<file path="src/design/multichannel_median_ema_filter_top_macros.svh">
// Assertion helpers shared by the filter modules.
// Both expect clk and rst_n in scope and stay quiet while reset is held.
`ifndef MULTICHANNEL_MEDIAN_EMA_FILTER_TOP_MACROS_SVH
`define MULTICHANNEL_MEDIAN_EMA_FILTER_TOP_MACROS_SVH

// Consequent must hold in the same cycle as the antecedent.
`define MMEF_ASSERT_SAME(label, ante, cons, msg) \
    label: assert property (@(posedge clk) disable iff (!rst_n) (ante) |-> (cons)) \
        else $error(msg);

// Consequent must hold in the cycle after the antecedent.
`define MMEF_ASSERT_NEXT(label, ante, cons, msg) \
    label: assert property (@(posedge clk) disable iff (!rst_n) (ante) |=> (cons)) \
        else $error(msg);

`endif

</file>
<file path="src/design/mmef_pkg.sv">
package mmef_pkg;

    // Defaults for the top-level parameters.
    localparam int CHANNELS_DEFAULT      = 4;
    localparam int FRACTION_BITS_DEFAULT = 8;

    // Field widths.
    localparam int CH_W       = 4;
    localparam int STATUS_W   = 8;
    localparam int MM_W       = 16;
    localparam int TIME_W     = 32;
    localparam int CM_W       = 13;
    localparam int ALPHA_W    = 9;
    localparam int TIMEOUT_W  = 16;
    localparam int DIST_W     = 14;
    localparam int CFG_IDX_W  = 2;
    localparam int CFG_DATA_W = 16;

    // Stream widths.
    localparam int IN_TDATA_W  = 64;
    localparam int OUT_TDATA_W = 24;

    // Operation codes carried in the input tuser.
    localparam logic OP_SAMPLE = 1'b0;
    localparam logic OP_READ   = 1'b1;

    // Configuration register indexes.
    localparam logic [CFG_IDX_W-1:0] CFG_MAX_RANGE = 2'd0;
    localparam logic [CFG_IDX_W-1:0] CFG_ALPHA     = 2'd1;
    localparam logic [CFG_IDX_W-1:0] CFG_TIMEOUT   = 2'd2;

    // Reset values of the configuration registers.
    localparam logic [CM_W-1:0]      MAX_RANGE_RESET = 13'd130;
    localparam logic [ALPHA_W-1:0]   ALPHA_RESET     = 9'd77;
    localparam logic [TIMEOUT_W-1:0] TIMEOUT_RESET   = 16'd500;

    // Division by ten of a 16-bit value: (x * 52429) >> 19 is exact.
    localparam logic [16:0] DIV10_RECIP = 17'd52429;
    localparam int          DIV10_SHIFT = 19;

    // Smoothing weight arithmetic, in units of 1/256.
    localparam logic [ALPHA_W-1:0] ALPHA_ONE = 9'd256;
    localparam int                 EMA_SHIFT = 8;

    // Invalid distance reading.
    localparam logic [DIST_W-1:0] DIST_INVALID = '1;

    // Queue between the front and back parts.
    localparam int QUEUE_DEPTH = 4;

    // How the back part treats an item.
    typedef enum logic [1:0] {
        ITEM_INVALID = 2'd0,  // channel out of range
        ITEM_QUERY   = 2'd1,  // read, or a sample that failed the check
        ITEM_UPDATE  = 2'd2   // good sample: update the channel state
    } item_kind_t;

    typedef struct packed {
        item_kind_t          kind;
        logic [CH_W-1:0]     channel;
        logic [CM_W-1:0]     cm;
        logic [TIME_W-1:0]   now_ms;
    } item_t;

    typedef struct packed {
        logic [CM_W-1:0]      max_range_cm;
        logic [ALPHA_W-1:0]   smoothing_alpha;
        logic [TIMEOUT_W-1:0] stale_timeout_ms;
    } cfg_t;

endpackage

</file>
<file path="src/design/mmef_front.sv">
module mmef_front #(
    parameter int CHANNELS = mmef_pkg::CHANNELS_DEFAULT
) (
    input  logic                            clk,
    input  logic                            rst_n,
    input  mmef_pkg::cfg_t                  cfg,
    input  logic                            s_axis_tvalid,
    output logic                            s_axis_tready,
    // channel[3:0], range_status[11:4], distance_mm[27:12], now_ms[59:28], zero fill
    input  logic [mmef_pkg::IN_TDATA_W-1:0] s_axis_tdata,
    // operation[0]
    input  logic                            s_axis_tuser,
    output logic                            item_valid,
    input  logic                            item_ready,
    output mmef_pkg::item_t                 item
);
    import mmef_pkg::*;

    logic [CH_W-1:0]     channel;
    logic [STATUS_W-1:0] range_status;
    logic [MM_W-1:0]     distance_mm;
    logic [TIME_W-1:0]   now_ms;
    logic [MM_W+16:0]    scaled;
    logic [CM_W-1:0]     cm;
    logic                channel_ok;
    logic                sample_good;
    item_kind_t          kind;
    logic                valid_reg;
    logic                valid_next;
    item_t               item_reg;
    item_t               item_next;
    logic                take;

    // Unpack the transaction.
    assign channel      = s_axis_tdata[3:0];
    assign range_status = s_axis_tdata[11:4];
    assign distance_mm  = s_axis_tdata[27:12];
    assign now_ms       = s_axis_tdata[59:28];

    // Millimetres to centimetres by reciprocal multiplication.
    assign scaled = {17'd0, distance_mm} * {16'd0, DIV10_RECIP};
    assign cm     = scaled[DIV10_SHIFT+CM_W-1:DIV10_SHIFT];

    // Classify the item for the back part.
    assign channel_ok  = {1'b0, channel} < (CH_W+1)'(CHANNELS);
    assign sample_good = (range_status == '0) && (cm <= cfg.max_range_cm);

    always_comb
    begin
        if (!channel_ok)
        begin
            kind = ITEM_INVALID;
        end
        else if ((s_axis_tuser == OP_SAMPLE) && sample_good)
        begin
            kind = ITEM_UPDATE;
        end
        else
        begin
            kind = ITEM_QUERY;
        end
    end

    // One register stage; it refills in the cycle it drains.
    assign s_axis_tready = !valid_reg || item_ready;
    assign take          = s_axis_tvalid && s_axis_tready;

    always_comb
    begin
        valid_next = valid_reg;
        item_next  = item_reg;
        if (take)
        begin
            valid_next        = 1'b1;
            item_next.kind    = kind;
            item_next.channel = channel;
            item_next.cm      = cm;
            item_next.now_ms  = now_ms;
        end
        else if (item_ready)
        begin
            valid_next = 1'b0;
        end
    end

    always_ff @(posedge clk or negedge rst_n)
    begin
        if (!rst_n)
        begin
            valid_reg <= 1'b0;
        end
        else
        begin
            valid_reg <= valid_next;
        end
    end

    always_ff @(posedge clk)
    begin
        item_reg <= item_next;
    end

    assign item_valid = valid_reg;
    assign item       = item_reg;

endmodule

</file>
<file path="src/design/mmef_queue.sv">
module mmef_queue (
    input  logic            clk,
    input  logic            rst_n,
    input  logic            push_valid,
    output logic            push_ready,
    input  mmef_pkg::item_t push_item,
    output logic            pop_valid,
    input  logic            pop_ready,
    output mmef_pkg::item_t pop_item
);
    import mmef_pkg::*;
`include "multichannel_median_ema_filter_top_macros.svh"

    localparam int PTR_W = $clog2(QUEUE_DEPTH);
    localparam int CNT_W = $clog2(QUEUE_DEPTH + 1);

    item_t            entry_reg [QUEUE_DEPTH];
    logic [PTR_W-1:0] wr_ptr_reg;
    logic [PTR_W-1:0] wr_ptr_next;
    logic [PTR_W-1:0] rd_ptr_reg;
    logic [PTR_W-1:0] rd_ptr_next;
    logic [CNT_W-1:0] count_reg;
    logic [CNT_W-1:0] count_next;
    logic             push;
    logic             pop;

    assign push_ready = count_reg != CNT_W'(QUEUE_DEPTH);
    assign pop_valid  = count_reg != '0;
    assign push       = push_valid && push_ready;
    assign pop        = pop_valid && pop_ready;
    assign pop_item   = entry_reg[rd_ptr_reg];

    // Pointer and fill bookkeeping.
    always_comb
    begin
        wr_ptr_next = push ? wr_ptr_reg + 1'b1 : wr_ptr_reg;
        rd_ptr_next = pop ? rd_ptr_reg + 1'b1 : rd_ptr_reg;
        count_next  = count_reg;
        if (push && !pop)
        begin
            count_next = count_reg + 1'b1;
        end
        else if (pop && !push)
        begin
            count_next = count_reg - 1'b1;
        end
    end

    always_ff @(posedge clk or negedge rst_n)
    begin
        if (!rst_n)
        begin
            wr_ptr_reg <= '0;
            rd_ptr_reg <= '0;
            count_reg  <= '0;
        end
        else
        begin
            wr_ptr_reg <= wr_ptr_next;
            rd_ptr_reg <= rd_ptr_next;
            count_reg  <= count_next;
        end
    end

    // Entry storage.
    always_ff @(posedge clk)
    begin
        if (push)
        begin
            entry_reg[wr_ptr_reg] <= push_item;
        end
    end

    // A lone push grows the fill by one; a lone pop shrinks it by one.
    `MMEF_ASSERT_NEXT(a_queue_grow, push && !pop, count_reg == $past(count_reg) + 1'b1,
        "queue fill did not grow on push")
    `MMEF_ASSERT_NEXT(a_queue_shrink, pop && !push, count_reg == $past(count_reg) - 1'b1,
        "queue fill did not shrink on pop")

endmodule

</file>
<file path="src/design/mmef_back.sv">
module mmef_back #(
    parameter int CHANNELS      = mmef_pkg::CHANNELS_DEFAULT,
    parameter int FRACTION_BITS = mmef_pkg::FRACTION_BITS_DEFAULT
) (
    input  logic                             clk,
    input  logic                             rst_n,
    input  mmef_pkg::cfg_t                   cfg,
    input  logic                             item_valid,
    output logic                             item_ready,
    input  mmef_pkg::item_t                  item,
    output logic                             m_axis_tvalid,
    input  logic                             m_axis_tready,
    // result_channel[3:0], distance_cm[17:4], zero fill
    output logic [mmef_pkg::OUT_TDATA_W-1:0] m_axis_tdata,
    // sample_accepted[0]
    output logic                             m_axis_tuser
);
    import mmef_pkg::*;
`include "multichannel_median_ema_filter_top_macros.svh"

    localparam int IDX_W  = (CHANNELS > 1) ? $clog2(CHANNELS) : 1;
    localparam int SV_W   = CM_W + FRACTION_BITS;
    localparam int PROD_W = SV_W + ALPHA_W + 2;
    localparam int SUM_W  = PROD_W + 1;
    localparam int RND_W  = SV_W + 1;

    // Per-channel state. The median needs only the two most recent values
    // beside the new one, so the oldest history entry is never stored.
    logic [CM_W-1:0]   hist0_reg  [CHANNELS];
    logic [CM_W-1:0]   hist1_reg  [CHANNELS];
    logic [1:0]        count_reg  [CHANNELS];
    logic [SV_W-1:0]   smooth_reg [CHANNELS];
    logic              seeded_reg [CHANNELS];
    logic [TIME_W-1:0] time_reg   [CHANNELS];

    logic [IDX_W-1:0]         idx;
    logic [CM_W-1:0]          h0;
    logic [CM_W-1:0]          h1;
    logic [1:0]               cnt;
    logic [SV_W-1:0]          old_value;
    logic                     old_seeded;
    logic [TIME_W-1:0]        old_time;
    logic [CM_W-1:0]          lo01;
    logic [CM_W-1:0]          hi01;
    logic [CM_W-1:0]          mid_hi;
    logic [CM_W-1:0]          median;
    logic [CM_W-1:0]          pick;
    logic [SV_W-1:0]          fresh;
    logic [ALPHA_W-1:0]       alpha;
    logic signed [SV_W:0]     diff;
    logic signed [PROD_W-1:0] prod;
    logic signed [SUM_W-1:0]  sum;
    logic [SV_W-1:0]          ema;
    logic [SV_W-1:0]          new_value;
    logic                     pop;
    logic                     update;

    // Snapshot stage and output register.
    logic              snap_valid_reg;
    logic              snap_valid_next;
    logic [CH_W-1:0]   snap_channel_reg;
    logic              snap_accepted_reg;
    logic              snap_live_reg;
    logic [SV_W-1:0]   snap_value_reg;
    logic [TIME_W-1:0] snap_now_reg;
    logic [TIME_W-1:0] snap_time_reg;
    logic              snap_live_next;
    logic [SV_W-1:0]   snap_value_next;
    logic [TIME_W-1:0] snap_time_next;
    logic              snap_take;
    logic              out_valid_reg;
    logic              out_valid_next;
    logic [CH_W-1:0]   out_channel_reg;
    logic [DIST_W-1:0] out_dist_reg;
    logic [DIST_W-1:0] out_dist_next;
    logic              out_accepted_reg;
    logic [TIME_W-1:0] age;
    logic              in_time;
    logic [RND_W-1:0]  rounded;

    // Handshake between the stages.
    assign snap_take  = snap_valid_reg && (!out_valid_reg || m_axis_tready);
    assign item_ready = !snap_valid_reg || snap_take;
    assign pop        = item_valid && item_ready;
    assign update     = pop && (item.kind == ITEM_UPDATE);

    // Read the channel state.
    assign idx        = item.channel[IDX_W-1:0];
    assign h0         = hist0_reg[idx];
    assign h1         = hist1_reg[idx];
    assign cnt        = count_reg[idx];
    assign old_value  = smooth_reg[idx];
    assign old_seeded = seeded_reg[idx];
    assign old_time   = time_reg[idx];

    // Median of the new value and the two most recent ones.
    assign lo01   = (item.cm < h0) ? item.cm : h0;
    assign hi01   = (item.cm < h0) ? h0 : item.cm;
    assign mid_hi = (hi01 < h1) ? hi01 : h1;
    assign median = (lo01 > mid_hi) ? lo01 : mid_hi;
    assign pick   = (cnt >= 2'd2) ? median : item.cm;
    assign fresh  = {pick, {FRACTION_BITS{1'b0}}};

    // Moving average: old + alpha * (fresh - old) / 256, rounded half up.
    assign alpha = (cfg.smoothing_alpha > ALPHA_ONE) ? ALPHA_ONE : cfg.smoothing_alpha;
    assign diff  = $signed({1'b0, fresh}) - $signed({1'b0, old_value});
    assign prod  = $signed({1'b0, alpha}) * diff;
    assign sum   = $signed({{(SUM_W-SV_W-EMA_SHIFT){1'b0}}, old_value, {EMA_SHIFT{1'b0}}})
                 + SUM_W'(prod)
                 + $signed(SUM_W'(1 << (EMA_SHIFT - 1)));
    assign ema       = sum[SV_W+EMA_SHIFT-1:EMA_SHIFT];
    assign new_value = old_seeded ? ema : fresh;

    // State write on a good sample.
    always_ff @(posedge clk)
    begin
        if (update)
        begin
            hist0_reg[idx]  <= item.cm;
            hist1_reg[idx]  <= h0;
            smooth_reg[idx] <= new_value;
        end
    end

    always_ff @(posedge clk or negedge rst_n)
    begin
        if (!rst_n)
        begin
            for (int i = 0; i < CHANNELS; i++)
            begin
                count_reg[i]  <= '0;
                seeded_reg[i] <= 1'b0;
                time_reg[i]   <= '0;
            end
        end
        else if (update)
        begin
            count_reg[idx]  <= (cnt == 2'd3) ? cnt : cnt + 1'b1;
            seeded_reg[idx] <= 1'b1;
            time_reg[idx]   <= item.now_ms;
        end
    end

    // Snapshot of the channel as a read would see it after this item.
    always_comb
    begin
        snap_live_next  = 1'b0;
        snap_value_next = old_value;
        snap_time_next  = old_time;
        unique case (item.kind)
            ITEM_UPDATE:
            begin
                snap_live_next  = 1'b1;
                snap_value_next = new_value;
                snap_time_next  = item.now_ms;
            end
            ITEM_QUERY:
            begin
                snap_live_next = old_seeded;
            end
            default:
            begin
                snap_live_next = 1'b0;
            end
        endcase
    end

    always_comb
    begin
        snap_valid_next = snap_valid_reg;
        if (pop)
        begin
            snap_valid_next = 1'b1;
        end
        else if (snap_take)
        begin
            snap_valid_next = 1'b0;
        end
    end

    always_ff @(posedge clk or negedge rst_n)
    begin
        if (!rst_n)
        begin
            snap_valid_reg <= 1'b0;
        end
        else
        begin
            snap_valid_reg <= snap_valid_next;
        end
    end

    always_ff @(posedge clk)
    begin
        if (pop)
        begin
            snap_channel_reg  <= item.channel;
            snap_accepted_reg <= item.kind == ITEM_UPDATE;
            snap_live_reg     <= snap_live_next;
            snap_value_reg    <= snap_value_next;
            snap_now_reg      <= item.now_ms;
            snap_time_reg     <= snap_time_next;
        end
    end

    // Staleness check and rounding into the output register.
    assign age     = snap_now_reg - snap_time_reg;
    assign in_time = (age[TIME_W-1:TIMEOUT_W] == '0)
                  && (age[TIMEOUT_W-1:0] <= cfg.stale_timeout_ms);
    assign rounded = {1'b0, snap_value_reg} + RND_W'(1 << (FRACTION_BITS - 1));
    assign out_dist_next = (snap_live_reg && in_time)
                         ? rounded[FRACTION_BITS+DIST_W-1:FRACTION_BITS] : DIST_INVALID;

    always_comb
    begin
        out_valid_next = out_valid_reg;
        if (snap_take)
        begin
            out_valid_next = 1'b1;
        end
        else if (m_axis_tready)
        begin
            out_valid_next = 1'b0;
        end
    end

    always_ff @(posedge clk or negedge rst_n)
    begin
        if (!rst_n)
        begin
            out_valid_reg <= 1'b0;
        end
        else
        begin
            out_valid_reg <= out_valid_next;
        end
    end

    always_ff @(posedge clk)
    begin
        if (snap_take)
        begin
            out_channel_reg  <= snap_channel_reg;
            out_dist_reg     <= out_dist_next;
            out_accepted_reg <= snap_accepted_reg;
        end
    end

    assign m_axis_tvalid = out_valid_reg;
    assign m_axis_tdata  = {{(OUT_TDATA_W-DIST_W-CH_W){1'b0}}, out_dist_reg, out_channel_reg};
    assign m_axis_tuser  = out_accepted_reg;

    // A good sample leaves its channel seeded and fresh in the snapshot.
    `MMEF_ASSERT_NEXT(a_update_live, update, snap_live_reg && snap_accepted_reg,
        "good sample did not produce a live snapshot")
    // An accepted sample never reports an invalid distance.
    `MMEF_ASSERT_SAME(a_accepted_valid, out_valid_reg && out_accepted_reg,
        out_dist_reg != DIST_INVALID, "accepted sample reported as invalid")
    // After a good sample the channel's history count is no longer zero.
    `MMEF_ASSERT_NEXT(a_count_after_update, update, count_reg[$past(idx)] != 2'd0,
        "history count still zero after a good sample")

endmodule

</file>
<file path="src/design/multichannel_median_ema_filter_top.sv">
// Multichannel median-of-three and moving-average range filter.
//
// Input stream (s_axis_*): one transaction per item. tuser selects a new
// sample (0) or a read of the filtered distance (1); tdata carries the
// channel, range status, distance in mm and the current ms time.
// Output stream (m_axis_*): exactly one transaction per input transaction,
// in order, with the channel, the rounded distance in cm (-1 when the
// channel is out of range, unseeded or stale) and the accepted flag.
// Configuration: cfg_wen writes cfg_wdata to register cfg_index (0 maximum
// range, 1 smoothing weight, 2 stale timeout); write only while idle.
//
// Throughput is one item per cycle unless the output stalls: each item reads
// and writes its channel state in the cycle it leaves the queue. An item goes
// through the input register, the queue, the state update and the output
// register to output valid, and waits while the output stalls. A four-entry
// queue between the classifier and the state update absorbs short stalls;
// when the receiver holds tready low the stages fill and s_axis_tready drops.
// Reset clears all channels to unseeded and restores the register defaults.
module multichannel_median_ema_filter_top #(
    parameter int CHANNELS      = mmef_pkg::CHANNELS_DEFAULT,
    parameter int FRACTION_BITS = mmef_pkg::FRACTION_BITS_DEFAULT
) (
    input  logic                             clk,
    input  logic                             rst_n,
    input  logic                             cfg_wen,
    input  logic [mmef_pkg::CFG_IDX_W-1:0]   cfg_index,
    input  logic [mmef_pkg::CFG_DATA_W-1:0]  cfg_wdata,
    input  logic                             s_axis_tvalid,
    output logic                             s_axis_tready,
    // channel[3:0], range_status[11:4], distance_mm[27:12], now_ms[59:28], zero fill
    input  logic [mmef_pkg::IN_TDATA_W-1:0]  s_axis_tdata,
    // operation[0]
    input  logic                             s_axis_tuser,
    output logic                             m_axis_tvalid,
    input  logic                             m_axis_tready,
    // result_channel[3:0], distance_cm[17:4], zero fill
    output logic [mmef_pkg::OUT_TDATA_W-1:0] m_axis_tdata,
    // sample_accepted[0]
    output logic                             m_axis_tuser
);
    import mmef_pkg::*;

    cfg_t  cfg_reg;
    cfg_t  cfg_next;
    logic  front_valid;
    logic  front_ready;
    item_t front_item;
    logic  back_valid;
    logic  back_ready;
    item_t back_item;

    // Configuration register file.
    always_comb
    begin
        cfg_next = cfg_reg;
        if (cfg_wen)
        begin
            unique case (cfg_index)
                CFG_MAX_RANGE: cfg_next.max_range_cm     = cfg_wdata[CM_W-1:0];
                CFG_ALPHA:     cfg_next.smoothing_alpha  = cfg_wdata[ALPHA_W-1:0];
                CFG_TIMEOUT:   cfg_next.stale_timeout_ms = cfg_wdata[TIMEOUT_W-1:0];
                default:       cfg_next = cfg_reg;
            endcase
        end
    end

    always_ff @(posedge clk or negedge rst_n)
    begin
        if (!rst_n)
        begin
            cfg_reg.max_range_cm     <= MAX_RANGE_RESET;
            cfg_reg.smoothing_alpha  <= ALPHA_RESET;
            cfg_reg.stale_timeout_ms <= TIMEOUT_RESET;
        end
        else
        begin
            cfg_reg <= cfg_next;
        end
    end

    // Classifier.
    mmef_front #(
        .CHANNELS(CHANNELS)
    ) u_front (
        .clk          (clk),
        .rst_n        (rst_n),
        .cfg          (cfg_reg),
        .s_axis_tvalid(s_axis_tvalid),
        .s_axis_tready(s_axis_tready),
        .s_axis_tdata (s_axis_tdata),
        .s_axis_tuser (s_axis_tuser),
        .item_valid   (front_valid),
        .item_ready   (front_ready),
        .item         (front_item)
    );

    // Decoupling queue.
    mmef_queue u_queue (
        .clk       (clk),
        .rst_n     (rst_n),
        .push_valid(front_valid),
        .push_ready(front_ready),
        .push_item (front_item),
        .pop_valid (back_valid),
        .pop_ready (back_ready),
        .pop_item  (back_item)
    );

    // Channel state update and result.
    mmef_back #(
        .CHANNELS     (CHANNELS),
        .FRACTION_BITS(FRACTION_BITS)
    ) u_back (
        .clk          (clk),
        .rst_n        (rst_n),
        .cfg          (cfg_reg),
        .item_valid   (back_valid),
        .item_ready   (back_ready),
        .item         (back_item),
        .m_axis_tvalid(m_axis_tvalid),
        .m_axis_tready(m_axis_tready),
        .m_axis_tdata (m_axis_tdata),
        .m_axis_tuser (m_axis_tuser)
    );

endmodule

</file>
<file path="config.mk">
export PLATFORM = sky130hd
export DESIGN_NAME = multichannel_median_ema_filter_top
export DESIGN_NICKNAME = d
export VERILOG_FILES = /design/src/design/mmef_pkg.sv /design/src/design/mmef_front.sv /design/src/design/mmef_queue.sv /design/src/design/mmef_back.sv /design/src/design/multichannel_median_ema_filter_top.sv
export VERILOG_INCLUDE_DIRS = /design/src /design/src/design
export SDC_FILE = /design/constraint.sdc
export NUM_CORES = 2
export LEC_CHECK = 0
export BUFFER_PORTS_ARGS = -buffer_cell sky130_fd_sc_hd__buf_2
export CORE_UTILIZATION = 34
export CTS_BUF_LIST = sky130_fd_sc_hd__clkbuf_16
export DETAILED_ROUTE_END_ITERATION = 10
export GPL_ROUTABILITY_DRIVEN = 0
export PLACE_DENSITY = 0.54
export SLEW_MARGIN = 20
export SYNTH_ARGS = -nofsm -noshare
export SYNTH_HDL_FRONTEND = slang
export SYNTH_SLANG_ARGS = --single-unit
</file>
<file path="constraint.sdc">
create_clock -name clk -period 36.3 [get_ports clk]
set_input_delay 3.63 -clock clk [delete_from_list [all_inputs] [get_ports clk]]
set_output_delay 3.63 -clock clk [all_outputs]
set_load 0.01 [all_outputs]
</file>
# Word level (Yosys, flattened, before mapping)
# Memories as Yosys holds them, arrays and structs flattened.
# Index checks and enable logic that the tools add are counted.
# totals
ff_bits,349
latch_bits,0
ram_bits,392
rom_bits,0
input_bits,88
wordCells,141
memories,4
# memory_table
name,words,word_bits,rd,rd_clocked_by_memory_dff,write_ports,line,rtl
u_queue.entry_reg,4,51,1,0,1,mmef_queue.sv:17,item_t entry_reg [QUEUE_DEPTH];
u_back.smooth_reg,4,21,1,0,1,mmef_back.sv:32,logic [SV_W-1:0] smooth_reg [CHANNELS];
u_back.hist0_reg,4,13,1,0,1,mmef_back.sv:29,logic [CM_W-1:0] hist0_reg [CHANNELS];
u_back.hist1_reg,4,13,1,0,1,mmef_back.sv:30,logic [CM_W-1:0] hist1_reg [CHANNELS];
# op_classes
addsub,10
mul,2
n_div,0
magnitude_cmp,10
n_eq_ne,6
shifts,0
muxes,41
n_bitwise,3
reduce_logical,31
# op_table
cell,n
$bwmux 128,1
$mux 32,4
$mux 13,5
$bmux 32 s2,1
$demux 32 s2,1
$mux 21,2
$mul 16x16->32 const B,1
$sub 32x32->32,1
$add 29x29->29,1
$add 29x9->29 const B,1
$mul 10x22->29,1
$lt 13x13->1,2
$add 21x8->22 const B,1
$sub 21x21->22,1
$le 16x16->1,1
$logic_not 16->1,1
$gt 13x13->1,1
$le 13x13->1,1
$mux 1,13
$logic_and 1x1->1,12
$mux 2,5
$gt 9x9->1 const B,1
$mux 9,1
$bwmux 8,1
other kinds (26),43

# Longest topological paths before layout
# An unclocked memory read counts as a cell.
# depth
ltp_word,15
ltp_mapped,76

# Hierarchy
# A second synthesis with hierarchy kept.
# unflattened
cells_unflattened,3449
area_unflattened_um2,44539.0
# by_module_without_submodules
mod,n_inst,cells_per_inst,area_each_um2,seq_area_each_um2
mmef_back,1,2481,28765.1,12291.8
mmef_queue,1,302,7832.5,6301.0
mmef_front,1,585,6475.0,1556.5
multichannel_median_ema_filter_top,1,81,1466.4,965.9

# Worst setup path after synthesis
# Ideal clock, no wire load.
# synth_path
path_type,reg2reg
start,register u_queue.rd_ptr_reg[1]
end,"memory u_back.smooth_reg[0][20] (netlist bit), data pin"
setup_ns,0.266
arrival_time_ns,15.344
path_slack_ns,20.689
stages_incl_launch_ff,73
synth_period_minus_slack_ns,15.611
path_cell_list,dfrtp_1 buf_6 mux2i_1 nand2_1 o21ai_4 inv_2 buf_6 buf_2 buf_2 buf_1 mux4_2 inv_1 ha_1 a21oi_1 o21ai_0 a221oi_1 nand3_2 clkbuf_1 [... 37 more ...] nand2_1 fa_1 inv_1 fa_1 fa_1 fa_1 inv_1 fa_1 inv_1 ha_1 nand3_1 o2111ai_1 a31o_2 and2_1 o21a_1 nor2_1 xnor2_1 mux2_2
# synth_between
elab_chain_len,14
# synth_rtl
element,line,rtl
"start, declared",mmef_queue.sv:20,logic [PTR_W-1:0] rd_ptr_reg;
"start signal, assigned",mmef_queue.sv:60,rd_ptr_reg <= rd_ptr_next;
$mem_v2 4x51 *,-,
$mem_v2 4x13 *,-,
named net u_back.h0[6],mmef_back.sv:37,logic [CM_W-1:0] h0;
$lt 13x13->1,"mmef_back.sv:97, mmef_back.sv:98",
$mux 13,mmef_back.sv:98,assign hi01 = (item.cm < h0) ? h0 : item.cm;
$lt 13x13->1,mmef_back.sv:99,assign mid_hi = (hi01 < h1) ? hi01 : h1;
$mux 13,mmef_back.sv:99,
$gt 13x13->1,mmef_back.sv:100,assign median = (lo01 > mid_hi) ? lo01 : mid_hi;
$mux 13 *,mmef_back.sv:100,
$mux 13 *,mmef_back.sv:101,assign pick = (cnt >= 2'd2) ? median : item.cm;
$sub 21x21->22,mmef_back.sv:106,"assign diff = $signed({1'b0, fresh}) - $signed({1'b0, old_value});"
$mul 10x22->29,mmef_back.sv:107,"assign prod = $signed({1'b0, alpha}) * diff;"
$add 29x29->29,mmef_back.sv:109,+ SUM_W'(prod)
$add 29x9->29,mmef_back.sv:110,+ $signed(SUM_W'(1 << (EMA_SHIFT - 1)));
$mux 21 *,mmef_back.sv:112,assign new_value = old_seeded ? ema : fresh;
named net u_back.new_value[20],mmef_back.sv:54,logic [SV_W-1:0] new_value;
"end, declared",mmef_back.sv:32,
# Mark *: on every way through the listed nets, which the timed path passes. The rest lies on a longest branch. The select of a mux whose other input is x is not followed.

# Worst setup path after layout
# Ends and elaborated chain as after synthesis.

==> summary.log <==
[run_status] run status complete, no violations
[logic_synthesis] number of enable-type register cells in the synthesized netlist 546
[clocking] # resized after CTS 0
[drt] average detailed-routed wire length per instance 18.1 um
[hold_path] Hold Path Class flip-flop to flip-flop
[die] die span in y 361 um
[finish] number of flip-flops under the largest register name 204
[critical_path] Critical Path Max Stage Delay 780 ps
[logic_synthesis] cells taking the most area after synthesis sky130_fd_sc_hd__edfxtp_1, sky130_fd_sc_hd__fa_1, sky130_fd_sc_hd__dfrtp_1, sky130_fd_sc_hd__ha_1, sky130_fd_sc_hd__mux2_2
[logic_synthesis] library cell with the largest summed area after synthesis sky130_fd_sc_hd__edfxtp_1
[clocking] clock latency reported for the late side of the worst-skew pair 630 ps
[grt] number of global-route vias before repair 26400
[logic_synthesis] post-synthesis async set-or-reset flop share 25.6%
[logic_synthesis] post-synthesis instance total 3335
[flow_run] max cap viols 0
[logic_synthesis] Synth Register Bits 734
[grt] first-pass GRT wire length 151 mm
[critical_path] Worst setup SP type flip-flop
[drt] routed vias 25100
[timing] final worst path period share 53.4%
[clocking] Clock Tree Buf Depth 3
[critical_path] R2R depth 62
[clocking] clock slew seen by the registers of the worst setup and hold paths 60 ps
[critical_path] Critical Path Fanout Max 63
[grt] Global Route met1 Usage 20.9%
[hold_path] WHS Path Cells 0
[logic_synthesis] fraction of synthesized cell area taken by the top area cell type 37.4%
[finish] share of post-route cells with drive strength above 1 18.8%
[logic_synthesis] Unique masters post-synth 84
[critical_path] Worst R2R End u_back.smooth_reg[0][20]
[grt] remaining global-route overflow 0
[clocking] TritonCTS clock tree yes
[grt] Most Used Layer, Global Route met2
[clocking] hold bufs inserted after CTS 0
[die] core region area 128000 um^2
[critical_path] reg-to-reg setup timing slack 16930 ps
[critical_path] R2R Path Start u_queue.rd_ptr_reg[1]
[logic_synthesis] Yosys Warn Count 0
[drt] via count normalized by instance count 4.85
[timing] RSZ-0062 raised after global routing no
[clocking] Post-CTS Setup Bufs 0
[die] I/O pins 115
[drt] DRT iter0 DRCs 1361
[die] Die X-Extent 361 um
[placement] total half-perimeter wirelength after legalization and detailed placement 66.7 mm
[logic_synthesis] leading register cell type out of synthesis sky130_fd_sc_hd__edfxtp_1
[logic_synthesis] summed instance area of the synthesized netlist 43800 um^2
[critical_path] element type at the critical path end flip-flop
[finish] Layout area overhead 11.7%
[drt] final wirelength 93.9 mm
[timing] highest clock frequency the design can meet 51.6 MHz
[die] row cnt 131
[clocking] CTS sink count 734
[timing] Final setup violation count 0
[die] starting density of the core 34.3%
[drt] 1st-pass router iterations 8
[critical_path] end point of the critical path u_back.smooth_reg[0][20]
[critical_path] type of the worst setup path flip-flop to flip-flop
[placement] # port buffers 104
[clocking] clock root buffer master sky130_fd_sc_hd__clkbuf_16
[timing] headroom to the max-slew limit 33.1%
[grt] Total GRT Usage 14.7%
[timing] total count of hold-check failures in the final report 0
[drt] total DRC errors in the routed layout 0
[timing] fin. max-slew vios 0
[drt] number of nets with antenna violations after detailed routing 0
[finish] nets@finish 4109
[finish] total of fill cells in the finished design 12100
[timing] Setup Skew 31.0 ps
[timing] worst-margin pin slew 1000 ps
[die] die area 130000 um^2
[finish] diode insertion count for antenna repair 0
[critical_path] critical path startpoint u_queue.rd_ptr_reg[1]
[grt] met2 usage in global routing 23.9%
[timing] final-layout setup total negative slack 0 ps
[logic_synthesis] cell with the most instances after synthesis sky130_fd_sc_hd__edfxtp_1
[critical_path] Data required, critical path 36660 ps
[clocking] number of clock buffers inserted by TritonCTS 79
[grt] initial antenna violation count 2
[timing] post-route minimum period 19370 ps
[critical_path] data arrival time at the worst-slack endpoint 19730 ps
[critical_path] crit path max-delay cell type sky130_fd_sc_hd__nand3_2
[grt] met3 demand-to-capacity share in global routing 2.03%
[clocking] number of H-tree levels 3
[logic_synthesis] register area share after synthesis 48.2%
[logic_synthesis] top cells by instance count after synthesis sky130_fd_sc_hd__edfxtp_1, sky130_fd_sc_hd__inv_1, sky130_fd_sc_hd__ha_1
[logic_synthesis] Synth Area per Inst 13.1 um^2
[grt] maximum number of pins on one net before global-route repair 78
## logic make-up after synthesis
| kind of cell | count (synthesis) | synth area share, % |
|---|---|---|
| mux | 378 | 12.6 |
| xor+xnor | 104 | 2.10 |
| flops | 734 | 48.2 |
| simple gates | 632 | 6.61 |
| compound gates | 331 | 4.84 |
| other cells | 1 | 0.00856 |
| buf+inv | 591 | 5.20 |
| fa+ha+maj | 564 | 20.5 |
## layout by cell type (no fill, tap or decap), drive strengths merged, types with 73 or more instances in the layout
cell type	synthesis	final
fa	255	255
xnor2	73	73
nor2	206	206
a21oi	107	107
o21ai	78	78
ha	308	308
nand2	209	209
inv	486	506
mux2	231	231
clkbuf	70	82
edfxtp	546	546
dfrtp	176	176
buf	35	141
mux4	114	114
## worst min path at each step
| stage | start | endpoint | slack [ps] |
|---|---|---|---|
| 3_3_place_gp | u_back.snap_channel_reg[0] | u_back.out_channel_reg[0] | 400 |
| 5_1_grt | u_back.snap_channel_reg[0] | u_back.out_channel_reg[0] | 430 |
| 2_1_floorplan | u_back.snap_accepted_reg | u_back.m_axis_tuser | 400 |
| 6_report | u_back.snap_channel_reg[0] | u_back.out_channel_reg[0] | 420 |
| 4_1_cts | u_back.snap_channel_reg[0] | u_back.out_channel_reg[0] | 420 |
| 3_5_place_dp | u_back.snap_channel_reg[0] | u_back.out_channel_reg[0] | 410 |
## critical path: cells and delay by family (launching register included)
family	cells	cell delay [ps]
AND/OR/NAND/NOR	13	2800
XOR/XNOR	2	720
adder cells (fa/ha/maj)	10	4110
multiplexers	3	1150
flip-flops	1	330
buffers and inverters	9	2380
AO/OA/AOI/OAI	25	7520
## stage by stage
step | worst slack [ps] | hold WS (ps) | instances | utilization (%) | area (um^2)
4_1_cts | 16640 | 421 | 5183 | 38.3 | 49000
6_report | 16930 | 419 | 5183 | 38.3 | 49000
5_1_grt | 15340 | 429 | 5183 | 38.3 | 49000
3_5_place_dp | 16690 | 406 | 5039 | 36.3 | 46400
2_1_floorplan | 20690 | 400 | 3340 | - | 43800
3_3_place_gp | 16770 | 402 | 5039 | 36.3 | 46400
## layer usage
layer	vias up	part of all wire (%)
met5	-	0
met4	0	1.7
met3	119	3.5
met2	447	47
met1	12700	48
li1	11900	-
## final cells by class
| class | count | area, um^2 | share of cell area (%) |
|---|---|---|---|
| well taps | 1662 | 2080 | 4.25 |
| clock inverters | 63 | 576 | 1.18 |
| clock buffers | 81 | 2030 | 4.14 |
| flip-flops and latches | 734 | 21100 | 43.1 |
| repair buffers | 142 | 818 | 1.67 |
| inverters | 486 | 1830 | 3.74 |
| multi-input cells | 2015 | 20500 | 41.9 |
Power is left out: the tool's default activity adds up to more than one toggle a clock period on the data nets, which glitch-free logic cannot reach.
